--- src/design/msps_pkg.sv ---
`timescale 1ns / 1ps
// Package for the min-score priority set: field widths, op and status codes,
// word types, cell control and state machine types. Used by the cell, the top level and the testbench.
package msps_pkg;

	localparam int INDEX_W      = 16;
	localparam int SCORE_W      = 16;
	localparam int OP_W         = 2;
	localparam int STATUS_W     = 2;
	localparam int COUNT_W      = 7;
	localparam int CAPACITY_DEF = 64;

	localparam logic [OP_W-1:0] OP_INSERT = 2'd0;
	localparam logic [OP_W-1:0] OP_ERASE  = 2'd1;
	localparam logic [OP_W-1:0] OP_FIND   = 2'd2;

	localparam logic [STATUS_W-1:0] ST_DONE     = 2'd0;
	localparam logic [STATUS_W-1:0] ST_NOEFFECT = 2'd1;
	localparam logic [STATUS_W-1:0] ST_FULL     = 2'd2;

	typedef struct packed {
		logic [OP_W-1:0]    op;
		logic [INDEX_W-1:0] match_index;
		logic [SCORE_W-1:0] match_score;
	} item_t;

	typedef struct packed {
		logic [STATUS_W-1:0] status;
		logic [COUNT_W-1:0]  entry_count;
		logic                top_valid;
		logic [INDEX_W-1:0]  top_index;
		logic [SCORE_W-1:0]  top_score;
	} result_t;

	typedef struct packed {
		logic               valid;
		logic [INDEX_W-1:0] index;
		logic [SCORE_W-1:0] score;
	} entry_t;

	typedef enum logic [1:0] {
		CMD_HOLD,
		CMD_INSERT,
		CMD_ERASE
	} cell_cmd_t;

	typedef struct packed {
		cell_cmd_t          cmd;
		logic [INDEX_W-1:0] key;
		logic [SCORE_W-1:0] score;
	} cell_ctrl_t;

	typedef enum logic [2:0] {
		S_IDLE,
		S_LOAD,
		S_SCAN,
		S_APPLY,
		S_RESP
	} state_t;

endpackage

--- src/design/msps_cell.sv ---
`timescale 1ns / 1ps
// One cell of the sorted chain: holds one entry and moves it to a neighbor.
// Depends on msps_pkg for the entry and control types.
module msps_cell (
	input  logic                clk,
	input  logic                arst_n,
	input  msps_pkg::cell_ctrl_t ctrl,
	input  msps_pkg::entry_t    left_entry,
	input  msps_pkg::entry_t    right_entry,
	input  logic                left_le,
	input  logic                shift_hit,
	output msps_pkg::entry_t    entry,
	output logic                le,
	output logic                hit
);

	msps_pkg::entry_t entry_q;
	msps_pkg::entry_t new_entry;

	always_comb begin
		hit = entry_q.valid && (entry_q.index == ctrl.key);
		le  = entry_q.valid && (entry_q.score <= ctrl.score);
		new_entry.valid = 1'b1;
		new_entry.index = ctrl.key;
		new_entry.score = ctrl.score;
	end

	// Held entries are sorted, so le is true on a leading run of cells. The
	// first cell past that run takes the new word; later cells take the left one.
	always_ff @(posedge clk or negedge arst_n) begin
		if (!arst_n) begin
			entry_q <= '0;
		end else begin
			unique case (ctrl.cmd)
				msps_pkg::CMD_HOLD: begin
				end
				msps_pkg::CMD_INSERT: begin
					if (!le) begin
						if (left_le) begin
							entry_q <= new_entry;
						end else begin
							entry_q <= left_entry;
						end
					end
				end
				msps_pkg::CMD_ERASE: begin
					if (shift_hit) begin
						entry_q <= right_entry;
					end
				end
				default: begin
				end
			endcase
		end
	end

	assign entry = entry_q;

endmodule

--- config.mk ---
export PLATFORM = sky130hd
export DESIGN_NAME = msps_cell
export DESIGN_NICKNAME = d
export VERILOG_FILES = /design/src/design/msps_pkg.sv /design/src/design/msps_cell.sv
export SDC_FILE = /design/constraint.sdc
export NUM_CORES = 1
export LEC_CHECK = 0
export BUFFER_PORTS_ARGS = -buffer_cell sky130_fd_sc_hd__buf_2
export CORE_ASPECT_RATIO = 1.2
export CORE_MARGIN = 10
export CORE_UTILIZATION = 40
export CTS_CLUSTER_DIAMETER = 30
export DETAILED_ROUTE_END_ITERATION = 7
export PLACE_DENSITY = 0.72
export SLEW_MARGIN = 20
export SYNTH_ARGS = -nofsm -noshare
export SYNTH_HDL_FRONTEND = slang
export SYNTH_SLANG_ARGS = --single-unit
--- constraint.sdc ---
create_clock -name clk -period 3.1 [get_ports clk]
set_clock_uncertainty 0.1 [all_clocks]
set_input_delay 0.31 -clock clk [delete_from_list [all_inputs] [get_ports clk]]
set_output_delay 0.31 -clock clk [all_outputs]
set_load 0.1 [all_outputs]
==> results.md <==
* Largest family of logic cells by synthesized area: compound AO/OA/AOI/OAI gates
* Post-synthesis cell type count at 37
* RR Startpoint: entry[11]
* Largest net degree at the start of global routing at 35
* Initial Util at between 40% and 50%
* Register area at ~830 µm²
* Multi-input logic area at 0.00159 mm²
* WL final at 8.28 mm
* Overall power at 2.97 mW
* Post-route DRC at 0
* Adder-cell share of the synthesized area at around 7.4%
* Slowest cell on crit path: nor2_4
* Worst IR Drop VDD at between 300 and 400 µV
* DR WL/cell at between 15 and 20 µm
* Status: complete, no violations
* Initial DRC Count at approximately 70
* R2r setup slk at approximately 0.21 ns
* CP Data Required Time at between 3 and 4 ns
* Post-CTS repair timing setup buffer count at 0
* Final HPWL from detailed placement at 6.67 mm
* FILL cells at 642
* Final period util at 93.2%
* Final Hold Fails at 0
* RD Place Congestion at about 0.9
* Mux contribution to synthesized area at about an eighth
* CTS resizes at 0
* Final setup violation count at 0
* Setup TNS at 0 ns
* HP Class: input port to asynchronous set/reset pin
* Placed insts at 475
* Vias at between 2,000 and 2,500
* Hold-fix buffers, CTS at 0
* Syn nets at between 300 and 400
* Leak at around 1.9 nW
* Antenna viol nets, final at 0
* Vias in the first global route at around 2,700
* Final instance area at roughly 0.0035 mm²
* Peak Freq at 346 MHz
* Worst-margin pin slew at ~1.0 ns
* CTS tree: done
* Worst skew pair latency at ~0.28 ns
* Clock Path Buffers at 2
* Clk root buf: clkbuf_8
* RSZ-0062 raised after global routing: false
* Floorplan row count at 32
* Kind of critical path: register to register
* Core area at between 0.006 and 0.007 mm²
* Fin crit period at ~2.9 ns
* Crit. End Element: register
* Max reg flops at 33
* FF+latch count, synth at 33
* Power Dens Cells at about 850 mW/mm²
* Gr usage total at 15.5%
* Crit path cell chain: ha_1 > and2_2 > nand4_1 > nor3_1 > a211o_1 > nor2_4 > buf_4 > a221oi_2
* Chip Height at 110 µm
* First-pass GRT wire length at around 13 mm
* Initial antenna violation count at 0
* CTS buffer count at 5
* Ratio of cells with drive above 1 in the final layout at roughly 48%
* Clock transition at the registers of the reported paths at ~0.07 ns
* Simple-gate share of the synthesized area at roughly a tenth
* Die area at 0.0105 mm²
* Max_slew headroom at about 33%
* TritonRoute pass-1 iters at 4
* Max_cap viols at 0
* Nets at roughly 520
* Max Slew Vio Count at 0
* WP data arrival at 2.95 ns
* Crit path from: entry[11]
* Via/cell ratio at about 5
* Clk sink count at 33
* Layout area overhead at 30.3%
* Mapped Area at roughly 0.0027 mm²
* Fin util at ~54%
* Non-Filler Instances at just under 500
* XOR/XNOR share of the synthesized area at under 10%
* CP peak stage delay at between 0.7 and 0.8 ns
* Startpoint type of the worst setup path: register
* CTS H-tree depth at 2
* Port Buf Inserts at 138
* Avg Inst Size Synth at a little over 10 µm²
* Sequential share of the synthesized area at 30.6%
* Cell Area, Placed at approximately 0.0034 mm²
* Warnings, synthesis at 0
* Crit-path max FO at 24
* Post-synthesis compound-gate area fraction at 23.1%
* GRT overflow at 0
* Die W at around 95 µm
* # IOs at approximately 140
* Post-synthesis cell count at approximately 260
## critical path: cells and delay by family (launching register included)
family / cells / cell delay (ns)
AND/OR/NAND/NOR: 4 / 1.15
buffers and inverters: 1 / 0.36
flip-flops: 1 / 0.41
AO/OA/AOI/OAI: 2 / 0.46
adder cells (fa/ha/maj): 1 / 0.29
## Yosys cell counts
| cell type | number | area [µm²] |
|---|---|---|
| inv_1 | 49 | 184 |
| dfrtp_1 | 33 | 826 |
| mux2i_1 | 32 | 320 |
| nor2_1 | 32 | 120 |
| a221oi_2 | 31 | 465 |
| ha_1 | 16 | 200 |
| xnor2_1 | 12 | 105 |
| nand4_1 | 6 | 37.5 |
| a21oi_1 | 5 | 25.0 |
| buf_6 | 4 | 45.0 |
| xor2_1 | 4 | 35.0 |
| clkbuf_1 | 3 | 11.3 |
| a21o_1 | 2 | 15.0 |
| clkbuf_8 | 2 | 27.5 |
| dlygate4sd1_1 | 2 | 17.5 |
| dlygate4sd3_1 | 2 | 20.0 |
| nand2_1 | 2 | 7.51 |
| nand3_1 | 2 | 10.0 |
| nor3_1 | 2 | 10.0 |
| nor4_1 | 2 | 12.5 |
| o211ai_1 | 2 | 15.0 |
| o21a_1 | 2 | 15.0 |
| a211o_1 | 1 | 8.76 |
| a211oi_4 | 1 | 20.0 |
| a21boi_0 | 1 | 7.51 |
| a221oi_1 | 1 | 8.76 |
| and2_2 | 1 | 7.51 |
| and4_4 | 1 | 11.3 |
| nand3_2 | 1 | 10.0 |
| nand4_4 | 1 | 21.3 |
| nor2_2 | 1 | 6.26 |
| nor2b_1 | 1 | 6.26 |
| nor4b_4 | 1 | 23.8 |
| o211ai_2 | 1 | 12.5 |
| o21a_4 | 1 | 15.0 |
| o21bai_1 | 1 | 7.51 |
| o221ai_1 | 1 | 8.76 |
## per-layer routing
metal | routed length [µm] | track usage [%]
met5 | 0 | 0
met4 | 123 | 4.71
met3 | 736 | 4.74
met1 | 3050 | 16.2
met2 | 4370 | 28.8
## where the power goes
part	internal (mW)	leakage (nW)	switching (mW)	total, mW
Combinational	0.473	1.47	1.49	1.96
Sequential	0.565	0.364	0.123	0.688
Clock	0.156	0.0450	0.166	0.322
## layout by cell type, fill, tap and decap left out, types with 2 or more instances in the layout
cell,instances
inv_1,49
a21oi_1,5
dfrtp_1,33
xnor2_1,12
clkbuf_8,5
nand4_1,6
buf_4,2
a221oi_2,31
o211ai_1,2
nor3_1,2
a21o_1,2
xor2_1,4
nor2_1,32
buf_2,138
ha_1,16
clkinv_2,2
nand2_1,2
mux2i_1,32
nand3_1,2
## cell families after synthesis
| logic type | Yosys count |
|---|---|
| buffers and inverters | 62 |
| AND/OR/NAND/NOR | 53 |
| AO/OA/AOI/OAI | 50 |
| flip-flops | 33 |
| multiplexers | 32 |
| XOR/XNOR | 16 |
| adder cells (fa/ha/maj) | 16 |
## metrics by stage
stage	worst slack, ns	hold WS, ns
detailed placement	0.141	0.346
floorplan	0.111	-0.0856
finish	0.212	0.0121
global placement	0.170	0.328
global route	0.0643	0.0710
CTS	0.182	0.0331
## final timing paths
check / to / depth (start not counted)
max: entry[28] / 8
min: entry[12] / 1
max reg2reg: entry[28] / 8
min reg2reg: entry[14] / 2
max in group asynchronous: entry[31] / 1
min in group clk: entry[22] / 3
## final cells by class
cell class | instances | share of cell area [%]
inverters | 49 | 5.23
diodes | 1 | 0.0711
clock inverters | 2 | 0.285
flip-flops and latches | 33 | 23.5
multi-input cells | 167 | 45.2
repair buffers | 141 | 20.6
clock buffers | 6 | 2.06
well taps | 85 | 3.02
Note: power is estimated with default switching activity, not from simulation.
